--- src/design/qr_version_info_decoder_unit_defines.svh ---
// Assertion macros for the QR version information decoder
`ifndef QR_VERSION_INFO_DECODER_UNIT_DEFINES_SVH
`define QR_VERSION_INFO_DECODER_UNIT_DEFINES_SVH

// Same-cycle implication, checked out of reset
`define QRVI_ASSERT_NOW(label, ante, cons, msg) \
    label: assert property (@(posedge i_clk) disable iff (!i_rst_n) \
        (ante) |-> (cons)) else $error(msg);

// Next-cycle implication, checked out of reset
`define QRVI_ASSERT_NEXT(label, ante, cons, msg) \
    label: assert property (@(posedge i_clk) disable iff (!i_rst_n) \
        (ante) |=> (cons)) else $error(msg);

`endif

--- src/design/qrvi_pkg.sv ---
// Types, constants and codeword table of the QR version information decoder
`timescale 1ns / 1ps
`default_nettype none

package qrvi_pkg;

    localparam int WORD_W     = 18;
    localparam int LIMIT_W    = 5;
    localparam int VER_W      = 6;
    localparam int DIST_W     = 5;
    localparam int TABLE_SIZE = 34;

    typedef logic [WORD_W-1:0]  t_word;
    typedef logic [LIMIT_W-1:0] t_limit;
    typedef logic [VER_W-1:0]   t_ver;
    typedef logic [DIST_W-1:0]  t_dist;

    localparam t_ver   FIRST_VERSION = 6'd7;
    localparam t_limit LIMIT_RESET   = 5'd3;
    // larger than any real distance; marks an empty slot of the search tree
    localparam t_dist  DIST_NONE     = 5'd19;

    // BCH(18,6) version codewords, versions 7 to 40
    localparam t_word CODEWORDS [TABLE_SIZE] = '{
        18'h07C94, 18'h085BC, 18'h09A99, 18'h0A4D3, 18'h0BBF6, 18'h0C762,
        18'h0D847, 18'h0E60D, 18'h0F928, 18'h10B78, 18'h1145D, 18'h12A17,
        18'h13532, 18'h149A6, 18'h15683, 18'h168C9, 18'h177EC, 18'h18EC4,
        18'h191E1, 18'h1AFAB, 18'h1B08E, 18'h1CC1A, 18'h1D33F, 18'h1ED75,
        18'h1F250, 18'h209D5, 18'h216F0, 18'h228BA, 18'h2379F, 18'h24B0B,
        18'h2542E, 18'h26A64, 18'h27541, 18'h28C69
    };

endpackage

`default_nettype wire

--- src/design/qrvi_dist.sv ---
// Hamming distance of one word to every codeword of the table
`timescale 1ns / 1ps
`default_nettype none

module qrvi_dist
    import qrvi_pkg::*;
#(
    parameter int NUM_CODEWORDS = 34
) (
    input  t_word i_word,
    output t_dist o_dist [NUM_CODEWORDS]
);

    always_comb begin
        for (int i = 0; i < NUM_CODEWORDS; i++) begin
            o_dist[i] = DIST_W'($countones(i_word ^ CODEWORDS[i]));
        end
    end

endmodule

`default_nettype wire

--- config.mk ---
export PLATFORM = sky130hd
export DESIGN_NAME = qrvi_dist
export DESIGN_NICKNAME = d
export VERILOG_FILES = /design/src/design/qr_version_info_decoder_unit_defines.svh /design/src/design/qrvi_pkg.sv /design/src/design/qrvi_dist.sv
export SDC_FILE = /design/constraint.sdc
export NUM_CORES = 1
export LEC_CHECK = 0
export ABC_AREA = 1
export BUFFER_PORTS_ARGS = -buffer_cell sky130_fd_sc_hd__clkbuf_2
export CAP_MARGIN = 25
export CELL_PAD_IN_SITES_DETAIL_PLACEMENT = 0
export CELL_PAD_IN_SITES_GLOBAL_PLACEMENT = 2
export CORE_UTILIZATION = 36
export DETAILED_ROUTE_END_ITERATION = 16
export PLACE_DENSITY_LB_ADDON = 0.1
export SYNTH_ARGS = -nofsm -noshare
export SYNTH_HDL_FRONTEND = slang
export SYNTH_SLANG_ARGS = --single-unit
--- constraint.sdc ---
create_clock -name vclk -period 10.25
set_clock_uncertainty 0.05 [all_clocks]
set_input_delay 0.5125 -clock vclk [all_inputs]
set_output_delay 0.5125 -clock vclk [all_outputs]
set_load 0.01 [all_outputs]
==> impl_metrics.ini <==
[routing]
firstDrtPassIters = 5
met1_length_mm = 20.6
wl_met2_mm = 23.0
drc = 0
wirelength_mm = 45.8
wire_per_inst_um = 18.3
top_layer_used = met4
wl_met3_mm = 1.53
vias_per_cell = 4.47
vias = 11200
ant_nets = 0
dr.first_iter.drc_count = 479

[setup_path]
start_kind = primary input
startpoint = i_word[2]
crit_end = o_dist[129]
critical_path_class = in -> out
cp_data_required_time_ns = 9.69
crit_arrival_ns = 5.61
cp_cell_sequence = clkbuf_2 > inv_1 > buf_4 > fa_1 > inv_1 > fa_1 > inv_1 > fa_1 > inv_1 > fa_1 > inv_1 > fa_1 > fa_1 > inv_1 > nand2_1 > nand2_1 > nand3b_1 > nand2_1 > clkbuf_2
endpoint_kind = output pin
max_stage_delay_ns = 0.71
worst_path_max_delay_cell = fa_1
path_max_fanout = 14

[timing]
setup_viol = 0
fin_ws_ns = 4.07
setup_tns_ns = 0
rsz0062_at_grt = false
max_slew.worst_pin.slew_ns = 1.00
fmax_mhz = 162
fin_crit_ns = 6.18
slew_headroom_pct = 33.0
final_hold_viol_count = 0
finalMaxSlewViolations = 0
post-route-period-util_pct = 60.3

[global_route]
grt_pass1_vias = 12300
grt_overflow = 0
grt_pass1_wl_mm = 71.5
grt_max_degree = 17
track_usage_pct = 21.7
antenna_found_initial = 0

[floorplan]
die_w_um = 211
ioPinCount = 188
rows = 76
start_util_pct = 36.4
die_h_um = 211
die_area_um2 = 44400
coreArea_um2 = 43100

[place]
pre_cts_ws_ns = 4.03
gp_congestion = 0.830
hpwl_mm = 38.8
port_buffers = 188

[power]
p_leak_uw = 0.0103
power.density_nw_per_um2 = 288
vdd_drop_max_mv = 0.248
p_total_uw = 5060

[final_layout]
numSequentialCells = 0
diodes = 0
final-seq-area_um2 = 0
nNetsFinal = 2633
n_clock_buffer = 0
synthToLayoutAreaGrowth_pct = 12.1
layout-drive-gt1-share_pct = 11.2

[run]
cap_violations = 0

[cts]
postCtsSetupBuffers = 0
cts_resized = 0
postCtsHoldBufs = 0

[yosys]
ys.warnings.count = 0
synth.avg_cell_area_um2 = 9.20
synthDistinctLibCells = 13
netlist_area_um2 = 15700
seq_area_frac_synth_pct = 0
syn_inst = 1705
syn_nets = 2416

[status]
status = complete, no violations

[min_path]
hold_path.class = in -> out
## layer usage
| metal | up-vias | track usage (%) |
|---|---|---|
| met5 | - | 0 |
| met4 | 0 | 3.10 |
| met3 | 34 | 1.40 |
| met2 | 204 | 39.0 |
| met1 | 5594 | 29.3 |
| li1 | 5377 | - |
## where the power goes
| group | leakage [uW] | internal [uW] | total, uW | switching, uW |
|---|---|---|---|---|
| logic | 0.0103 | 2120 | 5060 | 2940 |
| registers | 0 | 0 | 0 | 0 |
| clock network | 0 | 0 | 0 | 0 |
## critical path, delay by kind of cell
family / cells / cell delay, ns
adders and majority gates: 6 / 3.02
buffers and inverters: 9 / 1.79
and+or+nand+nor: 4 / 0.26
## synth_stat cells (all sizes together)
master  number  area (um2)
a21oi       41         205
fa         368        7370
ha         325        4070
inv        558        2090
nand2      230         863
nand3       72         360
nand3b      18         135
nor2        25        93.8
o21ai        7        35.0
o21bai       3        22.5
or2         24         150
xnor2       20         175
xor2        14         123
## cell usage in the layout (no fill, tap or decap)
cell type  count
fa_1         368
nor2_1        25
clkbuf_2     188
o21ai_0        7
xor2_1        14
inv_1        557
a21oi_1       41
nand2_1      230
ha_1         325
xnor2_1       20
clkinv_1       1
nand3_1       72
o21bai_1       3
buf_4         26
or2_1         24
buf_16         1
nand3b_1      18
## worst min-delay path by stage
stage / start / to / slack (ns) / cells past startpoint
after floorplan: i_word[4] / o_dist[0] / 1.13 / 1
after global placement: i_word[10] / o_dist[110] / 1.71 / 4
after detailed placement: i_word[10] / o_dist[110] / 1.70 / 4
after CTS: i_word[10] / o_dist[110] / 1.71 / 4
after global routing: i_word[7] / o_dist[50] / 1.73 / 4
final: i_word[7] / o_dist[50] / 1.69 / 4
## area by class of cell
cell class / count / area (um2)
Inverter: 558 / 2090
Timing Repair Buffer: 215 / 1160
Fill cell: 4423 / 25500
Multi-Input combinational cell: 1147 / 13600
Tap cell: 585 / 732
## cell families (layout without fill, tap and decap cells)
family,count (synthesis),after routing,share of synthesized area (%)
xor gates and xnor gates,34,34,1.90
adders and majority gates,693,693,72.9
buffers and inverters,558,773,13.3
AOI/OAI and AO/OA,51,51,1.67
and+or+nand+nor,369,369,10.2
## metrics by stage
stage          hold WS (ns)  utilization [%]  cells  instance area, um2
6_report               1.69             40.8   2505               17600
3_5_place_dp           1.70             40.8   2505               17600
2_1_floorplan          1.13                -   1705               15700
3_3_place_gp           1.71             40.8   2504               17600
4_1_cts                1.71             40.8   2505               17600
5_1_grt                1.73             40.8   2505               17600
(Power assumes the default switching activity.)
