## config.mk

```make
export PLATFORM = sky130hd
export DESIGN_NAME = qrvi_min
export DESIGN_NICKNAME = d
export VERILOG_FILES = /design/src/design/qr_version_info_decoder_unit_defines.svh /design/src/design/qrvi_pkg.sv /design/src/design/qrvi_min.sv
export SDC_FILE = /design/constraint.sdc
export NUM_CORES = 1
export LEC_CHECK = 0
export ABC_AREA = 1
export BUFFER_PORTS_ARGS = -buffer_cell sky130_fd_sc_hd__buf_4
export CORE_MARGIN = 4
export CORE_UTILIZATION = 55
export DETAILED_ROUTE_END_ITERATION = 8
export GPL_TIMING_DRIVEN = 1
export PLACE_DENSITY = 0.92
export SLEW_MARGIN = 20
export SYNTH_ARGS = -nofsm -noshare
export SYNTH_HDL_FRONTEND = slang
export SYNTH_SLANG_ARGS = --single-unit
export TNS_END_PERCENT = 30
```

## constraint.sdc

```tcl
create_clock -name vclk -period 11.9
set_input_delay 1.785 -clock vclk [all_inputs]
set_output_delay 1.785 -clock vclk [all_outputs]
set_load 0.01 [all_outputs]
```

## src/design/qr_version_info_decoder_unit_defines.svh

```systemverilog
// Assertion macros for the QR version information decoder
`ifndef QR_VERSION_INFO_DECODER_UNIT_DEFINES_SVH
`define QR_VERSION_INFO_DECODER_UNIT_DEFINES_SVH

// Same-cycle implication, checked out of reset
`define QRVI_ASSERT_NOW(label, ante, cons, msg) \
    label: assert property (@(posedge i_clk) disable iff (!i_rst_n) \
        (ante) |-> (cons)) else $error(msg);

// Next-cycle implication, checked out of reset
`define QRVI_ASSERT_NEXT(label, ante, cons, msg) \
    label: assert property (@(posedge i_clk) disable iff (!i_rst_n) \
        (ante) |=> (cons)) else $error(msg);

`endif

```

## src/design/qrvi_pkg.sv

```systemverilog
// Types, constants and codeword table of the QR version information decoder
`timescale 1ns / 1ps
`default_nettype none

package qrvi_pkg;

    localparam int WORD_W     = 18;
    localparam int LIMIT_W    = 5;
    localparam int VER_W      = 6;
    localparam int DIST_W     = 5;
    localparam int TABLE_SIZE = 34;

    typedef logic [WORD_W-1:0]  t_word;
    typedef logic [LIMIT_W-1:0] t_limit;
    typedef logic [VER_W-1:0]   t_ver;
    typedef logic [DIST_W-1:0]  t_dist;

    localparam t_ver   FIRST_VERSION = 6'd7;
    localparam t_limit LIMIT_RESET   = 5'd3;
    // larger than any real distance; marks an empty slot of the search tree
    localparam t_dist  DIST_NONE     = 5'd19;

    // BCH(18,6) version codewords, versions 7 to 40
    localparam t_word CODEWORDS [TABLE_SIZE] = '{
        18'h07C94, 18'h085BC, 18'h09A99, 18'h0A4D3, 18'h0BBF6, 18'h0C762,
        18'h0D847, 18'h0E60D, 18'h0F928, 18'h10B78, 18'h1145D, 18'h12A17,
        18'h13532, 18'h149A6, 18'h15683, 18'h168C9, 18'h177EC, 18'h18EC4,
        18'h191E1, 18'h1AFAB, 18'h1B08E, 18'h1CC1A, 18'h1D33F, 18'h1ED75,
        18'h1F250, 18'h209D5, 18'h216F0, 18'h228BA, 18'h2379F, 18'h24B0B,
        18'h2542E, 18'h26A64, 18'h27541, 18'h28C69
    };

endpackage

`default_nettype wire

```

## src/design/qrvi_min.sv

```systemverilog
// Minimum search over the distances; a tie goes to the lower index
`timescale 1ns / 1ps
`default_nettype none

module qrvi_min
    import qrvi_pkg::*;
#(
    parameter int NUM_CODEWORDS = 34,
    parameter int IDX_W         = 6
) (
    input  t_dist            i_dist [NUM_CODEWORDS],
    output t_dist            o_best_dist,
    output logic [IDX_W-1:0] o_best_idx
);

    localparam int LVL  = $clog2(NUM_CODEWORDS);
    localparam int SLOT = 1 << LVL;

    t_dist            tree_d [LVL+1][SLOT];
    logic [IDX_W-1:0] tree_i [LVL+1][SLOT];

    always_comb begin
        for (int l = 0; l <= LVL; l++) begin
            for (int s = 0; s < SLOT; s++) begin
                tree_d[l][s] = DIST_NONE;
                tree_i[l][s] = IDX_W'(s);
            end
        end
        for (int s = 0; s < NUM_CODEWORDS; s++) begin
            tree_d[0][s] = i_dist[s];
        end
        for (int l = 0; l < LVL; l++) begin
            for (int s = 0; s < (SLOT >> (l + 1)); s++) begin
                // strict compare keeps the left (lower) index on equal distance
                if (tree_d[l][2*s+1] < tree_d[l][2*s]) begin
                    tree_d[l+1][s] = tree_d[l][2*s+1];
                    tree_i[l+1][s] = tree_i[l][2*s+1];
                end else begin
                    tree_d[l+1][s] = tree_d[l][2*s];
                    tree_i[l+1][s] = tree_i[l][2*s];
                end
            end
        end
    end

    assign o_best_dist = tree_d[LVL][0];
    assign o_best_idx  = tree_i[LVL][0];

endmodule

`default_nettype wire

```

==> metrics.yaml, run 1 <==
run_status:
  outcome: "finished clean"
layout:
  register_area_um2: 0
  final_cell_mix: "nand2_1 (341), inv_1 (188), buf_4 (186), ha_1 (114), o21ai_0 (101)"
  diodes: 0
  multi_input_area_um2: 5150
  drive_gt1_share_pct: 21.8
  fin_nets: 1553
  fillCellCount: 945
  seq_cells: 0
  layout_commonest_cell: "nand2_1"
  synthToLayoutAreaGrowth_pct: 24.3
  fin_area_um2: 7480
  nClkBuffers: 0
worst_hold_path:
  hp-start: "i_dist[1]"
  min_path_type: "input port to output pin"
sta:
  hold_slack_ns: 4.11
  worst_pin_slew_ns: 0.662
  final.min_clock_period_ns: 11.20
  finalHoldViolCount: 0
  report.final.slew_viol_count: 0
  fmax_mhz: 89.3
  setup_viol: 0
  tns_ns: 0
  relSlewSlack_pct: 55.7
  post-route-period-util_pct: 94.1
  grt_setup_unrepaired: "no"
route:
  drc: 0
  vias_per_cell: 5.18
  routedWlPerCell_um: 11.2
  drt_iter0_markers: 462
  drtAntennaViolNets: 0
  dr.pass1.iters: 6
  routed_wl_mm: 15.8
  vias: 7266
global_route:
  grt_pass1_wl_mm: 26.6
  grt_util_all_layers_pct: 23.1
  grt_pass1_vias: 6575
  grt_overflow: 0
  antenna_found_initial: 0
  grt_max_degree: 18
floorplanning:
  core-area_um2: 10500
  die_area_um2: 12700
  ios: 181
  die_w_um: 113
  rows: 37
  fp.dieH_um: 113
  start_util_pct: 57.3
placed_design:
  place_congestion: 0.885
  portBuffers: 181
  post-dp-hpwl_mm: 14.0
  placedInstanceArea_um2: 7430
synth:
  synthCells: 1099
  synth_nets: 1383
  yosysWarnings: 0
  synth_cell_types: 42
  synth_top_area_share_pct: 23.7
  syn_avg_cell_area_um2: 5.48
  yosysTopAreaCell: "ha_1"
  ys_top_cells_by_area: "ha_1 (24%), nand2_1 (21%), inv_1 (12%)"
  ys_seq_area_share_pct: 0
  syn_area_um2: 6020
setup_path:
  crit_buf_inv: 6
  worstPathArrival_ns: 9.41
  crit_required_ns: 10.12
  worstSetupPathType: "input port to output pin"
  endpoint_kind: "output pin"
  cp-startpoint: "i_dist[97]"
  path_max_fanout: 17
  cp-start-kind: "input port"
  crit_family: "compound AO/OA/AOI/OAI gates"
  crit_slowest_cell: "o211ai_1"
  slowest_delay_ns: 0.53
  cp_common_cell: "a21oi_1"
run:
  drv_cap: 0
clock_tree:
  cts_hold_buffers: 0
[layout make-up]
| type | count | share of cell area (%) |
|---|---|---|
| inverter | 203 | 10.2 |
| multi-input combinational | 878 | 68.8 |
| tap | 136 | 2.27 |
| timing repair buffer | 186 | 18.7 |
[cell families (layout without fill, tap and decap cells)]
logic type | Yosys count | after routing | synth area share [%]
XOR/XNOR | 1 | 1 | 0.145
buffers and inverters | 221 | 389 | 14.6
AND/OR/NAND/NOR | 541 | 541 | 40.8
multiplexers | 6 | 6 | 1.02
AO/OA/AOI/OAI | 216 | 216 | 19.7
adder cells (fa/ha/maj) | 114 | 114 | 23.7
[through the flow]
step	utilization, %	std cells	setup WS, ns
final	71.2	1403	0.702
after global routing	71.2	1403	0.0379
after CTS	70.7	1398	0.475
after detailed placement	70.7	1398	0.520
after global placement	70.7	1398	0.856
after floorplan	-	1099	1.73
[metal layers]
layer	up-vias	global-route usage (%)	wire, µm
met2	204	42.9	7720
met4	0	2.80	176
met1	3130	30.1	7090
met5	-	0	0
li1	3916	-	-
met3	16	1.08	763
[worst min-delay path: cells and delay by family]
family	cells	cell delay, ns
simple gates	3	0.26
compound gates	1	0.08
buf+inv	2	0.20
[Yosys cell counts (4+ instances only)]
cell type / count
o21ai_1: 23
inv_1: 188
o21ai_0: 102
nand3_1: 48
nor2_1: 57
nand2_2: 27
clkbuf_1: 8
nand4_1: 28
a21oi_2: 7
nor2_2: 7
inv_2: 13
ha_1: 114
o21a_1: 6
nand3_2: 13
nand2_4: 7
a21oi_1: 59
nand2_1: 342
mux2i_1: 5
o211ai_1: 6
buf_6: 5
o21ai_2: 4
[what timing repair did]
action | in CTS | in global routing
setup endpoints to repair | 0 | 11
resized for setup | 0 | 3
setup buffers | 0 | 5
[path summary, 6_finish.rpt]
check | end | slack (ns) | cells past startpoint
setup / recovery | o_best_idx[0] | 0.70 | 39
hold / removal | o_best_dist[1] | 4.11 | 6
Power of run 1 is left out: the tool's default activity adds up to more than one toggle a clock period on the data nets, which glitch-free logic cannot reach.
==> run 2: changes to the inputs <==
--- a/config.mk
+++ b/config.mk
@@ -11,7 +11,9 @@
 export CORE_UTILIZATION = 55
 export DETAILED_ROUTE_END_ITERATION = 8
 export GPL_TIMING_DRIVEN = 1
-export PLACE_DENSITY = 0.92
+export PLACE_DENSITY = 0.86
+export RECOVER_POWER = 25
+export SETUP_SLACK_MARGIN = 0.4
 export SLEW_MARGIN = 20
 export SYNTH_ARGS = -nofsm -noshare
 export SYNTH_HDL_FRONTEND = slang
==> run 2 against run 1 <==
Net effect: worst hold slack got worse by 0.028 ns; utilization rose by 0.14 points; critical path type unchanged; highest routed layer unchanged; final cell count barely moved; global-route usage rose by 0.49 points; critical path depth did not move; clock-buffer cell count did not move; setup slack improved by 0.21 ns; sequential cell count did not move; die area did not move; critical endpoint is now o_best_dist[4]; fmax rose by 1.9%; first-iteration DRC count fell by 23%.
==> metrics.yaml, run 2 (synthesized netlist as in run 1, its figures left out) <==
setup_path:
  crit_required_ns: 10.12
  endpoint_kind: "output pin"
  cp-start-kind: "input port"
  path_max_fanout: 17
  crit_slowest_cell: "o211ai_1"
  crit_family: "compound AO/OA/AOI/OAI gates"
  slowest_delay_ns: 0.52
  worstPathArrival_ns: 9.21
  crit_buf_inv: 6
  worstSetupPathType: "input port to output pin"
route:
  vias: 7197
  drtAntennaViolNets: 0
  vias_per_cell: 5.13
  routedWlPerCell_um: 11.2
  drt_iter0_markers: 355
  drc: 0
  routed_wl_mm: 15.8
  dr.pass1.iters: 5
placed_design:
  dp.cells: 1398
  place_congestion: 1.00
  post-dp-hpwl_mm: 14.1
  portBuffers: 181
sta:
  fmax_mhz: 91.0
  tns_ns: 0
  post-route-period-util_pct: 92.4
  report.final.slew_viol_count: 0
  finalHoldViolCount: 0
  relSlewSlack_pct: 56.2
  setup_viol: 0
  final.min_clock_period_ns: 10.99
  grt_setup_unrepaired: "no"
  worst_pin_slew_ns: 0.654
run_status:
  outcome: "finished clean"
layout:
  drive_gt1_share_pct: 21.9
  diodes: 0
  fin_cells: 1404
  final_cell_mix: "nand2_1 (341), inv_1 (188), buf_4 (186), ha_1 (114), o21ai_0 (99)"
  fin_nets: 1554
  register_area_um2: 0
  nClkBuffers: 0
  layout_commonest_cell: "nand2_1"
  seq_cells: 0
  fillCellCount: 961
  multi_input_area_um2: 5160
  synthToLayoutAreaGrowth_pct: 24.5
floorplanning:
  die_w_um: 113
  core-area_um2: 10500
  die_area_um2: 12700
  rows: 37
  start_util_pct: 57.3
  fp.dieH_um: 113
  ios: 181
global_route:
  grt_overflow: 0
  antenna_found_initial: 0
  grt_pass1_wl_mm: 27.1
  grt_pass1_vias: 6647
  grt_util_all_layers_pct: 23.6
  grt_max_degree: 18
clock_tree:
  cts_hold_buffers: 0
worst_hold_path:
  min_path_type: "input port to output pin"
run:
  drv_cap: 0
## run 2: cell types whose count changed in the layout (fill, tap and decap cells not counted), sizes merged
cell   delta
a41oi     +1
## run 2: layout make-up
cell class                      count  share of cell area [%]
Multi-Input combinational cell    879                    68.9
Timing Repair Buffer              186                    18.6
Inverter                          203                    10.2
Tap cell                          136                    2.27
## run 2: final timing paths
path / start / to / slack [ns] / depth (start not counted)
worst min-delay path: i_dist[1] / o_best_dist[1] / 4.08 / 6
worst max-delay path: i_dist[99] / o_best_dist[4] / 0.91 / 39
## run 2: timing repair
action,4_1_cts,5_1_grt
setup endpoints to repair,0,11
buffers inserted,0,5
gates resized for setup,0,8
hold endpoints to repair,0,0
## run 2: metrics by stage
step | cell area (µm²) | hold WS [ns] | setup slack, ns | util [%]
floorplan | 6020 | 3.88 | 1.73 | -
global placement | 7430 | 4.09 | 0.868 | 70.7
detailed placement | 7430 | 4.08 | 0.498 | 70.7
CTS | 7430 | 4.09 | 0.486 | 70.7
global route | 7500 | 4.12 | 0.200 | 71.3
finish | 7500 | 4.08 | 0.909 | 71.3
## run 2: per-layer routing
metal | global-route usage [%] | share of wire, % | vias up
li1 | - | - | 3924
met1 | 31.2 | 46 | 3066
met2 | 42.7 | 48 | 189
met3 | 1.78 | 4.9 | 18
met4 | 2.88 | 1.0 | 0
met5 | 0 | 0 | -
Power of run 2 is left out for the same reason.
==> run 3: changes to the inputs <==
--- a/config.mk
+++ b/config.mk
@@ -5,17 +5,17 @@
 export SDC_FILE = /design/constraint.sdc
 export NUM_CORES = 1
 export LEC_CHECK = 0
-export ABC_AREA = 1
 export BUFFER_PORTS_ARGS = -buffer_cell sky130_fd_sc_hd__buf_4
 export CORE_MARGIN = 4
 export CORE_UTILIZATION = 55
 export DETAILED_ROUTE_END_ITERATION = 8
 export GPL_TIMING_DRIVEN = 1
-export PLACE_DENSITY = 0.86
+export MAX_ROUTING_LAYER = met4
+export PLACE_DENSITY = 0.84
 export RECOVER_POWER = 25
 export SETUP_SLACK_MARGIN = 0.4
 export SLEW_MARGIN = 20
 export SYNTH_ARGS = -nofsm -noshare
 export SYNTH_HDL_FRONTEND = slang
 export SYNTH_SLANG_ARGS = --single-unit
-export TNS_END_PERCENT = 30
+export TNS_END_PERCENT = 5
==> run 3 against run 2 <==
Net effect: the flow now finishes with violations (setup timing); final cell count decreased by 6.4%; fmax decreased by 12%; utilization increased by 10 points; non-clock buffer count increased by 84; via count increased by 14%; first-iteration DRC count increased by 90%; wire length increased by 40%; sequential share of layout area unchanged; highest routed layer unchanged.
==> metrics.yaml, run 3 <==
run_status:
  outcome: "finished, violations left"
  violations: "setup timing"
floorplanning:
  ios: 181
  start_util_pct: 56.8
  rows: 39
  fp.dieH_um: 117
  die_area_um2: 13800
  die_w_um: 117
  core-area_um2: 11600
sta:
  final.min_clock_period_ns: 12.46
  report.final.slew_viol_count: 0
  worst_pin_slew_ns: 0.916
  tns_ns: -5.51
  setup_viol: 11
  grt_setup_unrepaired: "yes"
  post-route-period-util_pct: 105
  hold_slack_ns: 4.14
  finalHoldViolCount: 0
  relSlewSlack_pct: 38.9
  setup_slack_ns: -0.558
  fmax_mhz: 80.3
layout:
  final_cell_mix: "buf_4 (265), inv_1 (116), ha_1 (99), a21oi_1 (65), nor2_1 (57)"
  finish.utilization_pct: 81.4
  layout_commonest_cell: "buf_4"
  synthToLayoutAreaGrowth_pct: 43.3
  fin_nets: 1457
  fillCellCount: 732
  diodes: 0
  seq_cells: 0
  drive_gt1_share_pct: 38.7
  nClkBuffers: 0
  register_area_um2: 0
setup_path:
  worstPathArrival_ns: 10.67
  worstSetupPathType: "input port to output pin"
  cp-startpoint: "i_dist[122]"
  crit_slowest_cell: "a221oi_1"
  path_max_fanout: 8
  slowest_delay_ns: 0.55
  cp_common_cell: "buf_4"
  crit_required_ns: 10.12
  endpoint_kind: "output pin"
  cp-start-kind: "input port"
route:
  routedWlPerCell_um: 16.8
  vias: 8188
  drc: 0
  dr.pass1.iters: 5
  drtAntennaViolNets: 0
  routed_wl_mm: 22.0
  drt_iter0_markers: 674
  vias_per_cell: 6.23
global_route:
  grt_max_degree: 10
  grt_util_all_layers_pct: 27.5
  grt_pass1_wl_mm: 33.3
  grt_pass1_vias: 7585
  grt_overflow: 0
  antenna_found_initial: 0
synth:
  synthCells: 909
  syn_avg_cell_area_um2: 7.23
  synth_cell_types: 93
  ys_top_cells_by_area: "ha_1 (22%), mux2i_1 (9.3%), inv_1 (7.1%)"
  yosysWarnings: 0
  synth_top_area_share_pct: 21.7
  synth_common_cells: "inv_1 (125), ha_1 (114), a21oi_1 (81), nor2_1 (66), mux2i_1 (61)"
  yosysTopAreaCell: "ha_1"
  yosysMostFrequentCell: "inv_1"
  ys_seq_area_share_pct: 0
  syn_area_um2: 6570
  synth_nets: 1193
pwr:
  internal-power_w: 0.00175
  switching_share_pct: 49.6
  p_leak_nw: 4.71
  p_clk_share_pct: 0
  p_total_w: 0.00348
  p_switching_w: 0.00173
  seqPwrFrac_pct: 0
  p_per_area_nw_per_um2: 370
  combPwrFrac_pct: 100.0
  ir_drop_mv: 0.422
run:
  drv_cap: 0
worst_hold_path:
  min_path_type: "input port to output pin"
  hp-start: "i_dist[6]"
placed_design:
  place_congestion: 0.918
  post-dp-hpwl_mm: 16.1
  portBuffers: 181
  pre_cts_ws_ns: -0.372
clock_tree:
  cts_hold_buffers: 0
## run 3: cell count changes after synthesis, sizes merged, moves of 24 or more
cell,delta
mux2,+24
inv,-77
mux2i,+56
a21o,+32
nand2,-321
nand3,-56
o21ai,-68
## run 3: critical path: cells and delay by family
family	cells	cell delay (ns)
adders and majority gates	6	1.84
and+or+nand+nor	7	0.99
buffers and inverters	8	1.04
muxes	4	1.14
AOI/OAI and AO/OA	20	3.87
## run 3: area by class of cell
class              count  area [µm²]  area share, %
multi-input cells    776        6700           71.2
well taps            143         179           1.90
inverters            125         487           5.17
repair buffers       270        2050           21.8
## run 3: worst paths after layout
path,end,slack (ns),cells after the start
max,o_best_dist[4],-0.56,45
min,o_best_dist[1],4.14,5
## run 3: power by group through the flow
stage,Clock (W),Sequential (W),Combinational [W]
5_1_grt,0,0,0.00372
3_5_place_dp,0,0,0.00265
4_1_cts,0,0,0.00299
6_report,0,0,0.00348
2_1_floorplan,0,0,0.00191
3_3_place_gp,0,0,0.00258
## run 3: what timing repair did
item	in CTS	in global routing
setup endpoints to repair	11	11
pin swaps	41	26
gates resized for setup	48	53
buffers inserted	37	16
## run 3: metal layers
| layer | GRT usage, % | vias to the layer above | share of wire (%) |
|---|---|---|---|
| met2 | 48.0 | 372 | 48 |
| li1 | - | 3961 | - |
| met4 | 4.69 | 0 | 2.4 |
| met5 | - | - | 0 |
| met1 | 35.2 | 3791 | 43 |
| met3 | 2.36 | 64 | 7.1 |
## run 3: cells by family (layout without fill, tap and decap cells)
kind of cell             Yosys count  count (layout)  synth area share, %
multiplexers                      86              86                 13.9
buffers and inverters            133             395                 7.84
AND/OR/NAND/NOR                  243             243                 19.3
AO/OA/AOI/OAI                    329             329                 36.7
adder cells (fa/ha/maj)          118             118                 22.3
## run 3: metrics by stage
step | cell area (µm²) | instances
finish | 9410 | 1314
detailed placement | 8570 | 1261
CTS | 9020 | 1298
global route | 9410 | 1314
global placement | 8570 | 1261
floorplan | 6830 | 909
Power figures use the tool's default switching activity.
